--- src/rga_pkg.sv ---
// Shared constants, types and helpers for the regression Gram accumulator.
package rga_pkg;

  localparam int MAX_FEATURES = 16;
  localparam int VALUE_BITS   = 24;
  localparam int SUM_BITS     = 64;
  localparam int PROD_BITS    = 2 * VALUE_BITS;
  localparam int CFG_BITS     = 5;
  localparam int OPCODE_BITS  = 2;
  localparam int ENTRY_BITS   = 8;
  localparam int STORE_DEPTH  = MAX_FEATURES + (MAX_FEATURES * (MAX_FEATURES + 1)) / 2;
  localparam int IDX_BITS     = (STORE_DEPTH > 1) ? $clog2(STORE_DEPTH) : 1;
  localparam int USED_BITS    = $clog2(STORE_DEPTH + 1);
  localparam int POS_BITS     = (MAX_FEATURES > 1) ? $clog2(MAX_FEATURES) : 1;
  localparam int N_BITS       = $clog2(MAX_FEATURES + 1);
  localparam int CFG_RESET    = 16;

  localparam logic [OPCODE_BITS-1:0] OP_PUSH  = 2'd0;
  localparam logic [OPCODE_BITS-1:0] OP_READ  = 2'd1;
  localparam logic [OPCODE_BITS-1:0] OP_CLEAR = 2'd2;

  typedef enum logic [1:0] {
    SEL_RESP,
    SEL_X,
    SEL_BUF
  } rga_sel_t;

  // one read-modify-write request, issued with the store read
  typedef struct packed {
    logic                valid;
    logic [IDX_BITS-1:0] addr;
    rga_sel_t            sel;
    logic                live;
  } rga_issue_t;

  // store write-back
  typedef struct packed {
    logic                en;
    logic [IDX_BITS-1:0] addr;
    logic [SUM_BITS-1:0] data;
    logic                ovf;
  } rga_wr_t;

  // register value clamped to 1..MAX_FEATURES
  function automatic logic [N_BITS-1:0] feat_count(input logic [CFG_BITS-1:0] v);
    int t;
    t = int'(v);
    if (t < 1) t = 1;
    if (t > MAX_FEATURES) t = MAX_FEATURES;
    return N_BITS'(t);
  endfunction

  // entries in use: n X'y sums plus the packed triangle
  function automatic logic [USED_BITS-1:0] used_count(input logic [N_BITS-1:0] n);
    int t;
    t = int'(n);
    t = t + (t * (t + 1)) / 2;
    return USED_BITS'(t);
  endfunction

endpackage

--- src/rga_mac.sv ---
// Multiply and saturating accumulate pipeline behind the sum store.
module rga_mac (
  input  logic                                clk,
  input  logic                                rst,
  input  rga_pkg::rga_issue_t                 issue,
  input  logic signed [rga_pkg::VALUE_BITS-1:0] x,
  input  logic signed [rga_pkg::VALUE_BITS-1:0] resp,
  input  logic [rga_pkg::SUM_BITS-1:0]        store_rdata,
  input  logic signed [rga_pkg::VALUE_BITS-1:0] buf_rdata,
  output rga_pkg::rga_wr_t                    wr,
  output logic                                pend
);
  import rga_pkg::*;

  logic                       s1_valid;
  logic [IDX_BITS-1:0]        s1_addr;
  rga_sel_t                   s1_sel;
  logic                       s1_live;
  logic                       s2_valid;
  logic [IDX_BITS-1:0]        s2_addr;
  logic signed [PROD_BITS-1:0] s2_prod;
  logic signed [SUM_BITS-1:0] s2_old;

  logic signed [VALUE_BITS-1:0] operand;
  logic signed [SUM_BITS-1:0]   addend;
  logic signed [SUM_BITS-1:0]   sum;
  logic                         ovf;

  always_comb begin
    case (s1_sel)
      SEL_RESP: operand = resp;
      SEL_X:    operand = x;
      SEL_BUF:  operand = buf_rdata;
      default:  operand = buf_rdata;
    endcase
  end

  always_ff @(posedge clk) begin
    if (rst) begin
      s1_valid <= 1'b0;
      s2_valid <= 1'b0;
    end else begin
      s1_valid <= issue.valid;
      s2_valid <= s1_valid;
    end
    s1_addr <= issue.addr;
    s1_sel  <= issue.sel;
    s1_live <= issue.live;
    s2_addr <= s1_addr;
    s2_prod <= operand * x;
    // never-written entries count as zero
    s2_old  <= s1_live ? signed'(store_rdata) : '0;
  end

  assign addend = SUM_BITS'(s2_prod);
  assign sum    = s2_old + addend;
  assign ovf    = (s2_old[SUM_BITS-1] == addend[SUM_BITS-1]) &&
                  (sum[SUM_BITS-1] != s2_old[SUM_BITS-1]);

  always_comb begin
    wr.en   = s2_valid;
    wr.addr = s2_addr;
    wr.ovf  = s2_valid && ovf;
    if (!ovf) begin
      wr.data = sum;
    end else if (s2_old[SUM_BITS-1]) begin
      wr.data = {1'b1, {(SUM_BITS-1){1'b0}}};
    end else begin
      wr.data = {1'b0, {(SUM_BITS-1){1'b1}}};
    end
  end

  assign pend = s1_valid || s2_valid;

endmodule

--- config.mk ---
export PLATFORM = sky130hd
export DESIGN_NAME = rga_mac
export DESIGN_NICKNAME = d
export VERILOG_FILES = /design/src/rga_pkg.sv /design/src/rga_mac.sv
export SDC_FILE = /design/constraint.sdc
export NUM_CORES = 2
export LEC_CHECK = 0
export BUFFER_PORTS_ARGS = -buffer_cell sky130_fd_sc_hd__buf_2
export CAP_MARGIN = 15
export CORE_ASPECT_RATIO = 1.25
export CORE_MARGIN = 2
export CORE_UTILIZATION = 35
export DETAILED_ROUTE_END_ITERATION = 10
export GPL_TIMING_DRIVEN = 0
export PLACE_DENSITY = 0.65
export SYNTH_ARGS = -nofsm -noshare
export SYNTH_HDL_FRONTEND = slang
export SYNTH_SLANG_ARGS = --single-unit
--- constraint.sdc ---
create_clock -name clk -period 9.7 [get_ports clk]
set_input_delay 2.425 -clock clk [delete_from_list [all_inputs] [get_ports clk]]
set_output_delay 2.425 -clock clk [all_outputs]
set_load 0.05 [all_outputs]
After elaboration in Yosys (flattened, before gate mapping)
Index checks and enable logic that the tools add are counted.
{"block": "word_totals", "ff_bits": 133, "latch_bits": 0, "mem_bits_rw": 0, "mem_bits_ro": 0, "inputBits": 150, "word_cells": 20, "n_memories": 0}
{"block": "op_classes", "n_addsub": 1, "mul": 1, "n_div": 0, "magnitude_cmp": 0, "n_eq_ne": 3, "shift": 0, "muxes": 3, "n_bitwise": 0, "n_reduce_logical": 4}
{"cell": "$mux W64", "n": 2}
{"cell": "$add A64 B48 Y64", "n": 1}
{"cell": "$mul A24 B24 Y48", "n": 1}
{"cell": "$pmux W24 S2", "n": 1}
{"cell": "$eq A2 B1 Y1 const B", "n": 1}
{"cell": "$logic_and A1 B1 Y1", "n": 2}
{"cell": "$logic_not A2 Y1", "n": 1}
{"cell": "$eq A1 B1 Y1", "n": 1}
{"cell": "$logic_or A1 B1 Y1", "n": 1}
{"cell": "$ne A1 B1 Y1", "n": 1}

Longest topological paths before layout
{"block": "logic_depth", "word_depth": 4, "depth_mapped": 32}

Worst setup path before layout
OpenSTA, ideal clock, no wires.
{"block": "synth_timing", "path_kind": "input to register", "from": "input x[15] (netlist name)", "to": "register s2_prod[47]", "t_arrival_ns": 9.109, "slack_ns": 0.519, "path_stages": 29, "n_path_buf": 2, "path_cell_list": "clkbuf_1 mux2i_1 o21ai_0 clkbuf_1 and2_1 fa_1 inv_1 fa_1 fa_1 inv_1 fa_1 inv_1 fa_1 inv_1 fa_1 inv_1 fa_1 inv_1 ha_1 a211oi_1 o21ai_0 a221oi_1 a21oi_1 o21ai_0 a31oi_1 a211oi_1 nand3b_1 a31oi_1 xnor2_1"}
{"block": "synth_via", "elab_chain_len": 2}
{"item": "from (decl)", "line": "rga_mac.sv:6", "source": "input logic signed [rga_pkg::VALUE_BITS-1:0] x,"}
{"item": "$pmux W24 S2", "line": "rga_mac.sv:30", "source": "case (s1_sel)"}
{"item": "$mul A24 B24 Y48 *", "line": "rga_mac.sv:50", "source": "s2_prod <= operand * x;"}
{"item": "to (signal assigned)", "line": "rga_mac.sv:50"}
{"item": "to (decl)", "line": "rga_mac.sv:21", "source": "logic signed [PROD_BITS-1:0] s2_prod;"}
Mark *: on every way between the ends. The rest lies on a longest branch, timed or not.
A chain may end at the register's enable or synchronous reset.

Worst setup path in the final report
{"block": "layout_timing", "from": "input x[23] (netlist name)", "to": "register s2_prod[46]"}
Same word-level chain as after synthesis.

==> results by group <==
Floorplan
  – Site Rows: 117
  – Die Wd: 260 µm
  – # IOs: 225
  – Core Area: 0.0814 mm²
  – Full die area: 0.0844 mm²
  – Die height: 324 µm
  – Initial Utilization: 0.353

Yosys
  – Yosys synthesis warning count: 0
  – Syn avg cell area: 8.97 µm²
  – Register area share after synthesis: 0.0927
  – Number of flops mapped to enable cells by yosys: 0
  – Gate Count Post-Synth: 3201
  – Fraction of registers with async set/reset: 0
  – Unique masters post-synth: 68
  – Synth Net Count: 4156
  – Netlist Area Pre-Place: 0.0287 mm²
  – Largest cells by area after synthesis: fa_1 42%, dfxtp_1 9.3%, ha_1 8.6%
  – Yosys top cell area share: 0.424
  – Leading area contributor after synthesis: fa_1
  – #FFs+latches synth: 133
  – Ys flop type: dfxtp_1

Worst setup path
  – R2R cell count: 30
  – CP endpoint kind: register
  – Largest stage delay on the critical path: 0.69 ns
  – Setup crit start kind: input port
  – Worst-path cell chain: buf_2 > mux2i_1 > o21ai_2 > buf_2 > clkbuf_4 > and2_1 > fa_2 > inv_1 > fa_2 > buf_4 > fa_2 > clkinvlp_4 > buf_4 > fa_1 > fa_1 > fa_1 > fa_1 > ha_1 > a21oi_2 > or3_1 > o21ai_0 > a211oi_4 > o31a_1 > xnor2_1
  – R2R Path Start: s1_sel[0]
  – Cell family with most CP delay: adder cells
  – Worst Path Buf+Inv: 7
  – Reg-to-reg endpoint: s2_prod[45]
  – Crit path arrival time: 9.88 ns
  – Worst Setup Path Type: in2reg
  – Critical path's slowest cell: fa_2
  – Most used cell, CP: fa_1
  – CP required: 10.08 ns
  – Reg2Reg Setup Slack: 0.62 ns
  – Crit Path Max Fanout: 10

Clocking
  – CTS tree: done
  – Hold Buf Count CTS: 0
  – Clk sinks: 133
  – Worst skew pair latency: 0.49 ns
  – CTS Buffer Depth: 2
  – H-tree depth reported by CTS: 4
  – Root Buffer Master: clkbuf_16
  – TritonCTS Buffers: 17
  – Worst-path clk slew: 0.07 ns

Run status
  – Status: finished, final reports clean

Worst hold path
  – Worst hold path class: reg2reg
  – Hold_sp: s1_addr[5]
  – Worst Hold Endpoint: s2_addr[5]
  – Hold Path Cell Cnt: 0

Route
  – Vias per inst: 5.09
  – Via Count: 23100
  – Total wire length: 95200 µm
  – Routed Antenna Nets: 0
  – DR pass1 iterations: 5
  – Avg WL per Cell: 21.0 µm
  – DR iter-0 viols: 1433
  – DRC Markers: 0

Timing
  – Max-slew violation count: 0
  – Finish-stage setup viols: 0
  – Slew HR: 0.291
  – Final hold vios: 0
  – Final worst path period need: 9.50 ns
  – Fmax: 0.105 GHz
  – Final period util: 0.980
  – Least-Margin Pin Slew: 1.06 ns
  – Layout Skew: 0.0272 ns

Layout
  – Commonest non-fill, non-tap cell in the layout: inv_1
  – P&R area growth vs syn: 12.5%
  – Highest-count cells in the layout ignoring fill and taps: 621 x inv_1, 598 x fa_1, 387 x nand2_1
  – Share of layout cells above drive strength 1: 0.122
  – # fillers: 8287
  – Layout Cells excl Fill: 4544
  – Cell area after layout: 0.0323 mm²
  – Nets: 4414

Place
  – Gpl congestion: 0.979
  – Inst Count DP: 4499
  – IO Port Bufs: 218
  – Detailed placer's ending HPWL: 79000 µm
  – Placed cell area: 0.0312 mm²

Global routing
  – Antenna violations before repair: 2
  – GRT Resource Usage Total: 0.232
  – First-pass GRT wire length: 144000 µm
  – Largest net degree at the start of global routing: 23
  – Vias in the first global route: 24500
  – Remaining Overflow, GRT: 0

Job
  – Maximum Capacitance Violations: 0
## routing by layer
| layer | routed length (µm) | GRT usage | share of wire |
|---|---|---|---|
| met3 | 5790 | 0.0371 | 0.061 |
| met1 | 32600 | 0.245 | 0.34 |
| met4 | 9290 | 0.189 | 0.098 |
| met2 | 47500 | 0.409 | 0.50 |
| met5 | 0 | 0 | 0 |
## worst max path at each step
| stage | startpoint | endpoint | slack (ns) | cells after the start |
|---|---|---|---|---|
| after floorplan | x[15] | s2_prod[47] | 0.52 | 29 |
| after global placement | x[16] | s2_prod[47] | -2.26 | 29 |
| after detailed placement | x[16] | s2_prod[45] | -2.25 | 29 |
| after CTS | x[23] | s2_prod[46] | 0.007 | 28 |
| after global routing | x[23] | s2_prod[46] | -0.04 | 25 |
| final | x[23] | s2_prod[46] | 0.20 | 24 |
## stage by stage
| step | setup slack (ns) | utilization | TNS [ns] | hold WS, ns |
|---|---|---|---|---|
| finish | 0.196 | 0.397 | 0 | 0.325 |
| global route | -0.0407 | 0.397 | -0.0407 | 0.331 |
| CTS | 0.00707 | 0.394 | 0 | 0.324 |
| detailed placement | -2.25 | 0.383 | -43.17 | 0.312 |
| global placement | -2.26 | 0.383 | -44.96 | 0.310 |
| floorplan | 0.519 | - | 0 | 0.310 |
## sequential cells by signal, summed over array words and instances, names as in the netlist
name / count
s1_addr: 8
s1_live: 1
s1_sel: 2
s1_valid: 1
s2_addr: 8
s2_old: 64
s2_prod: 48
s2_valid: 1
## worst register-to-register path, delay by kind of cell (launching register included)
family,cells,cell delay (ns)
flops,1,0.32
xor+xnor,1,0.23
fa+ha+maj,8,4.09
compound gates,7,1.36
simple gates,4,0.63
buf+inv,9,2.04
mux,1,0.29
## synthesized netlist by cell type, drive strengths merged (4+ instances only)
cell type,n
nor3,14
o31ai,6
fa,608
a21o,40
xnor2,69
and2,339
and3,9
nor4,4
inv,623
a21boi,5
buf,18
a21oi,129
o21ai,146
nor2b,15
clkbuf,140
dfxtp,133
mux2i,26
or2,11
nand3,23
o22ai,4
a31oi,13
o211ai,13
ha,197
nand2,387
o2111ai,4
nor2,68
nand4,19
o21bai,16
nand2b,7
a211oi,13
xor2,42
o21a,11
## final cells by class
cell class                 count  area [µm²]  area share
antenna                        1        2.50   0.0000774
buffer                       154         790      0.0244
clock buffer                  19         453      0.0140
clock inverter                13         159     0.00492
inverter                     623        2340      0.0725
multi-input combinational   2287       23300       0.720
sequential                   133        2660      0.0824
tap                         1071        1340      0.0415
timing repair buffer         243        1290      0.0398
## repair_timing
action                                  4_1_cts  5_1_grt
pin swaps                                     7       20
resized for setup                           105       91
endpoints found under the setup margin       29        9
setup buffers                                 6       10
hold endpoints to repair                      0        0
## logic make-up (layout without fill, tap and decap cells)
group | Yosys count | after routing | synth area share
flip-flops | 133 | 133 | 0.0927
multiplexers | 26 | 26 | 0.00906
buffers and inverters | 781 | 1052 | 0.104
adder cells (fa/ha/maj) | 806 | 806 | 0.510
AO/OA/AOI/OAI | 431 | 431 | 0.0911
AND/OR/NAND/NOR | 913 | 913 | 0.159
XOR/XNOR | 111 | 111 | 0.0339
other | 0 | 1 | 0
Power is left out: the tool's default activity adds up to more than one toggle a clock period on the data nets, which glitch-free logic cannot reach.
