==> src/rga_ram.sv <==
// Generic simple dual-port RAM with registered read.
module rga_ram #(
  parameter int WIDTH = 8,
  parameter int DEPTH = 16,
  localparam int AW = (DEPTH > 1) ? $clog2(DEPTH) : 1
) (
  input  logic             clk,
  input  logic             we,
  input  logic [AW-1:0]    waddr,
  input  logic [WIDTH-1:0] wdata,
  input  logic [AW-1:0]    raddr,
  output logic [WIDTH-1:0] rdata
);

  logic [WIDTH-1:0] mem [DEPTH];

  always_ff @(posedge clk) begin
    if (we) begin
      mem[waddr] <= wdata;
    end
    rdata <= mem[raddr];
  end

endmodule

==> config.mk <==
export PLATFORM = sky130hd
export DESIGN_NAME = rga_ram
export DESIGN_NICKNAME = d
export VERILOG_FILES = /design/src/rga_ram.sv
export SDC_FILE = /design/constraint.sdc
export NUM_CORES = 1
export LEC_CHECK = 0
export BUFFER_PORTS_ARGS = -buffer_cell sky130_fd_sc_hd__buf_2
export CORE_ASPECT_RATIO = 2
export CORE_UTILIZATION = 65
export DETAILED_ROUTE_END_ITERATION = 6
export PLACE_DENSITY = 0.85
export SLEW_MARGIN = 20
export SYNTH_ARGS = -nofsm -noshare
export SYNTH_HDL_FRONTEND = slang
export SYNTH_SLANG_ARGS = --single-unit
==> constraint.sdc <==
create_clock -name clk -period 4 [get_ports clk]
set_input_delay 0.6 -clock clk [delete_from_list [all_inputs] [get_ports clk]]
set_output_delay 0.6 -clock clk [all_outputs]
set_load 0.01 [all_outputs]
## Word level (Yosys, flattened, before mapping)

Memories as Yosys holds them, arrays and structs flattened. A register that Yosys moved wholly into a read port is not among the register bits.
Cells that the tools add are included.

- Mux-type cells: 2

Operators with widths:

| cell | number |
|---|---|
| $mux W1 | 2 |

- Memories kept: 1
- Register bits after elaboration: 0
- Word-level logic and storage cells: 3
- Bits in writable memories: 128
- Output and inout bits: 8

Memory list:

| name | depth | width | read ports | clocked after Yosys merged registers in | write ports | RTL line | source |
|---|---|---|---|---|---|---|---|
| mem | 16 | 8 | 1 | 1 | 1 | 15 | `logic [WIDTH-1:0] mem [DEPTH];` |

## Logic depth before layout (Yosys ltp)

Gate-level depths: netlist (run 1).

- Word-level depth: 2
- Mapped depth: 5

## Least setup slack after synthesis (run 1)

No wires, ideal clock.

- Path type: in2reg
- Start: in waddr[2]
- End: mem mem[0][0], enable pin
- Arrival: 1.710 ns
- Path slack: 1.907 ns
- Stages: 2
- Required time: 3.617 ns
- Path through: or3b_2 nor3_1

RTL lines:

| item | RTL line | source |
|---|---|---|
| from (decl) | 9 | `input logic [AW-1:0] waddr,` |
| to (decl) | 15 |  |

Straight into the memory's write port.

==> results of run 1 <==
-- power by group --
group          leakage, nW  internal (mW)  switching [mW]
combinational        0.487         0.0573          0.0835
sequential            1.22           1.59         0.00987
clock                0.270          0.894           0.527
-- cells by family after synthesis --
| kind of cell | share of synthesized area, % |
|---|---|
| flip-flops | 77.8 |
| AND/OR/NAND/NOR | 3.18 |
| multiplexers | 15.0 |
| AO/OA/AOI/OAI | 2.33 |
| buffers and inverters | 1.68 |
-- layout make-up --
cell class	instances	area share, %
sequential	136	68.1
multi-input combinational	83	18.1
clock buffer	23	8.12
timing repair buffer	28	2.51
tap	94	2.00
clock inverter	9	1.25
-- cells in the final DEF (no fill, tap or decap) --
cell | netlist | layout
edfxtp_1 | 128 | 128
buf_2 | 3 | 25
mux4_2 | 18 | 18
clkbuf_16 | 0 | 17
a22oi_1 | 16 | 16
mux4_1 | 14 | 14
nor2_1 | 13 | 13
nand2_1 | 9 | 9
dfxtp_1 | 8 | 8
clkinv_2 | 0 | 5
nor3_1 | 4 | 3
clkbuf_8 | 0 | 3
clkbuf_1 | 0 | 3
buf_4 | 1 | 3
nand3b_1 | 2 | 2
nand2b_1 | 2 | 2
clkinvlp_4 | 0 | 2
nor2b_1 | 1 | 1
and2_1 | 1 | 1
and2b_1 | 1 | 1
nand3_1 | 1 | 1
or3b_2 | 1 | 1
nor3_2 | 0 | 1
bufinv_16 | 0 | 1
clkinv_1 | 0 | 1
-- stage by stage --
step | cells | cell area, um^2
final | 373 | 5880
after global routing | 373 | 5880
after CTS | 373 | 5880
after detailed placement | 341 | 5330
after global placement | 341 | 5330
after floorplan | 229 | 5150
-- how the worst max path moves through the flow --
stage / from / endpoint / slack, ps / depth (start not counted)
2_1_floorplan: waddr[2] / mem[0][0] / 1910 / 2
4_1_cts: waddr[2] / mem[0][7] / 1870 / 3
3_5_place_dp: raddr[0] / rdata[2] / 1440 / 4
6_report: raddr[0] / rdata[2] / 1910 / 4
3_3_place_gp: raddr[0] / rdata[0] / 1460 / 4
5_1_grt: raddr[0] / rdata[2] / 1800 / 4
-- flip-flops by register name, indices dropped and copies added, names as in the netlist --
name	flops
mem	128
rdata	8
-- routing by layer --
metal / vias to the layer above / GRT usage (%) / share of wire [%]
met2: 129 / 45.3 / 56
met5: - / 0 / 0
met4: 0 / 12.2 / 2.6
met1: 1225 / 30.9 / 36
li1: 1047 / - / -
met3: 24 / 9.07 / 6.0
==> flow_summary.yaml, run 1 <==
setup_path:
  reg2reg_depth: 3
  arrival_ps: 2380
  required_ps: 4300
  path_max_fanout: 32
  cp_top_family: "buffers and inverters"
  reg2reg_to: "rdata[2]"
  crit_buf_inv: 1
  cp_slowest_cell: "buf_2"
  reg2reg_slack_ps: 2670
  r2r-start: "mem[2][2]"
  max_stage_delay_ps: 770
  cp-end-kind: "flop"
  path_cells: "buf_2, mux4_1, a22oi_1, nand2_1"
  cp-start-kind: "input pin"
  critPathKind: "in2reg"
synthesis:
  synth_area_leaders: "edfxtp_1 (75%), mux4_2 (7.9%), mux4_1 (7.1%)"
  synthesis.instances: 229
  synth.top_cell.area_share_pct: 74.7
  syn_area_mm2: 0.00515
  synthArstFlopShare_pct: 0
  synth_fp_nets: 247
  synth_cell_types: 19
  ys_ff_latch: 136
  synth_top_area_cell: "edfxtp_1"
  syn_area_per_cell_um2: 22.5
  yosys_warnings: 0
  ys.flop_type: "edfxtp_1"
  synth_common_cells: "edfxtp_1 (128), mux4_2 (18), a22oi_1 (16), mux4_1 (14), nor2_1 (13)"
  synth_seq_area_share_pct: 77.8
  yosys.cell_count.top_type: "edfxtp_1"
  synth_edf_count: 128
clocking:
  clock_path_buffers: 2
  clkSinkCount: 136
  cts_buffers: 17
  root_buffer: "clkbuf_16"
  cts_tree: "yes"
  clk_pin_slew_worst_paths_ps: 50
  hold_buffers: 0
  postCtsSetupBuffers: 0
  worstSkewPairLatency_ps: 410
  h-tree-depth: 4
  cts_resized: 0
timing:
  totalNegativeSetupSlack_ps: 0
  holdWs_ps: 566
  grt_setup_unrepaired: "false"
  final.period_utilization_pct: 52.2
  slew_viol_final: 0
  finClkSkew_ps: 5.86
  hold_viol_final: 0
  worst_slew_pin_slew_ps: 1040
  worst_slack_ps: 1910
  fmax_mhz: 479
  relSlewSlack_pct: 30.8
  finalCriticalPeriod_ps: 2090
  setup_viol: 0
grt:
  gr-total-overflow: 0
  antenna_found_initial: 0
  groute.usage.overall_pct: 27.0
  grt_max_degree: 33
  grt_pass1_vias: 2569
  grt_pass1_wl_um: 14700
layout:
  regArea_mm2: 0.00400
  postLayoutCoreUtil_pct: 77.4
  num-fill-cells: 394
  antenna_cells: 0
  multi_input_area_mm2: 0.00106
  area_growth_pct: 14.3
  layout-drive-gt1-share_pct: 27.2
  nets: 284
hold_path:
  whs_endpoint: "mem[14][7]"
  hold_depth: 1
  hold_path.startpoint: "wdata[7]"
  hp-class: "in2reg"
floorplanning:
  num_rows: 45
  start_util_pct: 67.7
  fp.coreArea_mm2: 0.00760
  die_w_um: 64.9
  die_h_um: 128
  dieArea_mm2: 0.00830
  io_pins: 26
placed_design:
  dpl_worst_slack_ps: 1440
  gp_congestion: 0.786
  dpl.hpwl_um: 6110
  port_buffers: 25
job:
  drv_cap: 0
power_and_ir_drop:
  peakVddDrop_mv: 0.417
  p_total_mw: 3.17
  leakage_nw: 1.98
  power.density_mw_per_mm2: 538
detailed_routing:
  viasPerCell: 6.50
  drc: 0
  via_count: 2425
  ant_nets: 0
  drt_first_pass_iters: 4
  routed_wl_um: 9740
  dr.first_iter.drc_count: 177
  detail_route.wl_per_cell_um: 26.1
outcome:
  status: "complete, no violations"
No activity file was read; power rests on OpenSTA's default activity.
==> inputs of run 2 (changes only) <==
- CORE_UTILIZATION: 65 -> 60
- PLACE_DENSITY: 0.85 -> 0.79
- clock period: 4 -> 2.1 ns (I/O delays scaled with it)
==> run 2 against run 1 <==
Critical endpoint is now rdata[5]. Critical path depth increased by 1. Design area increased by 5.5%. Wire length increased by 3.2%. Clock skew increased by 1.6 ps. Non-clock buffer count increased by 19. Final cell count increased by 6.2%. First-iteration DRC count increased by 33%. Sequential power increased by 91%. Total power increased by 120%.
==> flow_summary.yaml, run 2 (same netlist as run 1, synthesis figures left out) <==
power_and_ir_drop:
  power.density_mw_per_mm2: 1100
  clkPwrFrac_pct: 51.0
  combPwrFrac_pct: 4.2
  p_total_mw: 6.82
  p_sw_mw: 1.22
  peakVddDrop_mv: 1.26
  switching_share_pct: 17.9
  p_int_mw: 5.60
  leakage_nw: 2.17
  p_seq_share_pct: 44.7
detailed_routing:
  wl_met1_um: 3600
  viasPerCell: 6.36
  detail_route.wl_per_cell_um: 25.4
  wl_met3_um: 546
  wl_met2_um: 5540
  drc: 0
  drt_first_pass_iters: 5
  maxUsedRoutingLayer: "met4"
  via_count: 2519
  ant_nets: 0
  routed_wl_um: 10100
  dr.first_iter.drc_count: 236
timing:
  totalNegativeSetupSlack_ps: 0
  setup_viol: 0
  fmax_mhz: 687
  holdWs_ps: 283
  grt_setup_unrepaired: "false"
  final.period_utilization_pct: 69.3
  finalCriticalPeriod_ps: 1460
  finClkSkew_ps: 7.50
  worst_slack_ps: 645
  hold_viol_final: 0
  relSlewSlack_pct: 68.3
  worst_slew_pin_slew_ps: 474
  slew_viol_final: 0
placed_design:
  gp_congestion: 0.791
  dpl_worst_slack_ps: 298
  port_buffers: 25
  placed_area_mm2: 0.00550
  dpl.hpwl_um: 6540
layout:
  final_cell_mix: "edfxtp_1 (128), buf_2 (25), buf_4 (20)"
  largest-register: "mem"
  antenna_cells: 0
  multi_input_area_mm2: 0.00106
  reg_top3: "mem x128, rdata x8"
  finalInstanceArea_mm2: 0.00621
  mostFrequentLayoutCell: "edfxtp_1"
  layout-drive-gt1-share_pct: 32.9
  num-fill-cells: 430
  largest_reg_flops: 128
  nets: 303
  regArea_mm2: 0.00400
  area_growth_pct: 20.6
setup_path:
  arrival_ps: 1740
  critPathKind: "in2reg"
  r2r-start: "mem[1][0]"
  path_max_fanout: 21
  cp-start-kind: "input pin"
  cp-startpoint: "raddr[0]"
  cp-end-kind: "flop"
  required_ps: 2390
clocking:
  postCtsSetupBuffers: 0
  cts_buffers: 17
  cts_resized: 0
  worstSkewPairLatency_ps: 410
  clock_path_buffers: 2
  clk_pin_slew_worst_paths_ps: 60
  h-tree-depth: 4
  root_buffer: "clkbuf_16"
  cts_tree: "yes"
  hold_buffers: 0
  clkSinkCount: 136
floorplanning:
  start_util_pct: 62.1
  fp.coreArea_mm2: 0.00829
  die_h_um: 133
  die_w_um: 67.5
  num_rows: 47
  dieArea_mm2: 0.00898
  io_pins: 26
outcome:
  status: "complete, no violations"
grt:
  grt_pass1_wl_um: 15400
  grt_pass1_vias: 2704
  grt_max_degree: 22
  gr-total-overflow: 0
  antenna_found_initial: 0
  groute.usage.overall_pct: 26.4
job:
  drv_cap: 0
hold_path:
  hold_path.startpoint: "wdata[3]"
  hp-class: "in2reg"
## run 2: layout make-up
type                            count  share of cell area, %
Clock inverter                     12                   3.91
Clock buffer                       20                   7.52
Timing Repair Buffer               47                   5.08
Sequential cell                   136                   64.5
Tap cell                           98                   1.98
Multi-Input combinational cell     83                   17.0
## run 2: worst max-delay path, stage by stage
cell	delay, ps
buf_2	230
buf_12	240
mux4_1	610
a22oi_1	230
nand2_1	90
## run 2: power groups by stage
stage / combinational [mW] / sequential, mW / clock [mW]
5_1_grt: 0.315 / 3.06 / 3.64
3_5_place_dp: 0.288 / 3.11 / 0
2_1_floorplan: 0.154 / 3.11 / 0
3_3_place_gp: 0.277 / 3.11 / 0
6_report: 0.289 / 3.05 / 3.48
4_1_cts: 0.294 / 3.05 / 3.51
## run 2: final timing paths
path                            slack (ps)    endpoint  cells after the start
worst max-delay path                   640    rdata[5]                      5
worst min-delay path                   280  mem[12][3]                      1
worst max register to register         720    rdata[0]                      3
worst min register to register         680    rdata[6]                      3
## run 2: metal layers
| layer | vias up | GRT usage (%) |
|---|---|---|
| met5 | - | 0 |
| met4 | 0 | 13.1 |
| met3 | 27 | 7.41 |
| met2 | 128 | 42.4 |
| met1 | 1278 | 31.8 |
| li1 | 1086 | - |
## run 2: per-stage QoR
| step | utilization [%] | instances |
|---|---|---|
| 6_report | 74.9 | 396 |
| 5_1_grt | 74.9 | 396 |
| 4_1_cts | 74.9 | 396 |
| 3_5_place_dp | 66.3 | 364 |
| 3_3_place_gp | 66.3 | 364 |
| 2_1_floorplan | - | 229 |
==> inputs of run 3 (changes only) <==
- clock period: 2.1 -> 1.5 ns (I/O delays scaled with it)
==> run 3 against run 2 <==
Die area unchanged. Global-route usage down 0.30 points. Worst setup slack worse by 520 ps. Total power up 30%. Sequential share of layout area up 0.43 points. Combinational power up 44%. Clock power up 20%. Wire length down 1.2%. Critical path depth down 2.
==> flow_summary.yaml, run 3 (same netlist as run 1, synthesis figures left out) <==
placed_design:
  port_buffers: 25
  dpl_worst_slack_ps: -157
  placed_area_mm2: 0.00556
  placed_cells: 370
  gp_congestion: 0.815
  dpl.hpwl_um: 6370
outcome:
  status: "complete, no violations"
grt:
  grt_pass1_vias: 2719
  groute.usage.overall_pct: 26.1
  gr-total-overflow: 0
  antenna_found_initial: 0
  grt_pass1_wl_um: 15200
  grt_max_degree: 33
power_and_ir_drop:
  power.density_mw_per_mm2: 1440
  clkPwrFrac_pct: 47.2
  p_seq_share_pct: 48.2
  peakVddDrop_mv: 1.31
  p_int_mw: 7.12
  switching_share_pct: 19.8
  combPwrFrac_pct: 4.7
  leakage_nw: 2.15
  p_sw_mw: 1.76
  p_total_mw: 8.88
layout:
  antenna_cells: 0
  reg_top3: "mem x128, rdata x8"
  stdcell_count: 402
  postLayoutCoreUtil_pct: 74.4
  area_growth_pct: 19.8
  largest_reg_flops: 128
  finalInstanceArea_mm2: 0.00617
  largest-register: "mem"
  final_cell_mix: "edfxtp_1 (128), buf_2 (25), buf_4 (25)"
  nets: 309
  mostFrequentLayoutCell: "edfxtp_1"
  layout-drive-gt1-share_pct: 34.5
clocking:
  hold_buffers: 0
  worstSkewPairLatency_ps: 420
  cts_resized: 0
  clock_path_buffers: 2
  cts_tree: "yes"
  h-tree-depth: 4
  clk_pin_slew_worst_paths_ps: 60
  clkSinkCount: 136
  root_buffer: "clkbuf_16"
  cts_buffers: 17
  postCtsSetupBuffers: 0
setup_path:
  reg2reg_slack_ps: 120
  cp_top_family: "multiplexers"
  cp-start-kind: "flop"
  reg2reg_depth: 3
  reg2reg_to: "rdata[5]"
  r2r-start: "mem[2][5]"
  cp_slowest_cell: "mux4_1"
  max_stage_delay_ps: 520
  cp-end-kind: "flop"
  required_ps: 1800
  arrival_ps: 1670
  path_cells: "mux4_1, a22oi_1, nand2_1"
  critPathKind: "reg2reg"
  cp-startpoint: "mem[2][5]"
  crit_cells: 3
  crit_buf_inv: 0
  path_max_fanout: 1
floorplanning:
  io_pins: 26
  die_w_um: 67.5
  die_h_um: 133
  fp.coreArea_mm2: 0.00829
  dieArea_mm2: 0.00898
  num_rows: 47
  start_util_pct: 62.1
detailed_routing:
  ant_nets: 0
  viasPerCell: 6.23
  drt_first_pass_iters: 4
  detail_route.wl_per_cell_um: 24.7
  via_count: 2506
  dr.first_iter.drc_count: 224
  drc: 0
  routed_wl_um: 9930
job:
  drv_cap: 0
timing:
  setup_viol: 0
  slew_viol_final: 0
  worst_slack_ps: 125
  totalNegativeSetupSlack_ps: 0
  hold_viol_final: 0
  grt_setup_unrepaired: "false"
  relSlewSlack_pct: 73.4
  finClkSkew_ps: 7.63
  worst_slew_pin_slew_ps: 399
  fmax_mhz: 727
  final.period_utilization_pct: 91.7
  finalCriticalPeriod_ps: 1380
  holdWs_ps: 184
hold_path:
  hp-class: "in2reg"
  hold_path.startpoint: "wdata[1]"
  hold_depth: 1
  whs_endpoint: "mem[10][1]"
-- run 3: cell count changes in the layout (fill, tap and decap cells not counted), sizes merged --
cell,previous run,this run
clkinvlp,0,2
buf,47,53
bufinv,7,3
inv,1,0
clkbuf,20,19
clkinv,4,8
-- run 3: worst max-delay path by stage --
stage	end	slack, ps
6_report	rdata[5]	120
5_1_grt	rdata[2]	80
4_1_cts	rdata[2]	100
3_5_place_dp	rdata[2]	-160
3_3_place_gp	rdata[2]	-100
2_1_floorplan	mem[3][0]	9
-- run 3: final cells by class --
| class | instances | area [um^2] |
|---|---|---|
| fillers | 445 | 2120 |
| clock inverters | 13 | 153 |
| repair buffers | 53 | 373 |
| well taps | 98 | 123 |
| clock buffers | 19 | 453 |
| multi-input cells | 83 | 1060 |
| flip-flops and latches | 136 | 4000 |
-- run 3: power groups by stage --
stage | combinational, mW | sequential [mW] | clock [mW]
floorplan | 0.216 | 4.36 | 0
global placement | 0.399 | 4.35 | 0
detailed placement | 0.415 | 4.35 | 0
CTS | 0.422 | 4.28 | 4.24
global route | 0.449 | 4.28 | 4.38
finish | 0.417 | 4.27 | 4.19
-- run 3: per-layer routing --
layer  track usage [%]  share of wire [%]  vias up
met3              8.10                4.8       22
met1              30.2                 35     1285
met2              41.4                 58      103
li1                  -                  -     1096
met5                 0                  0        -
met4              15.2                2.6        0
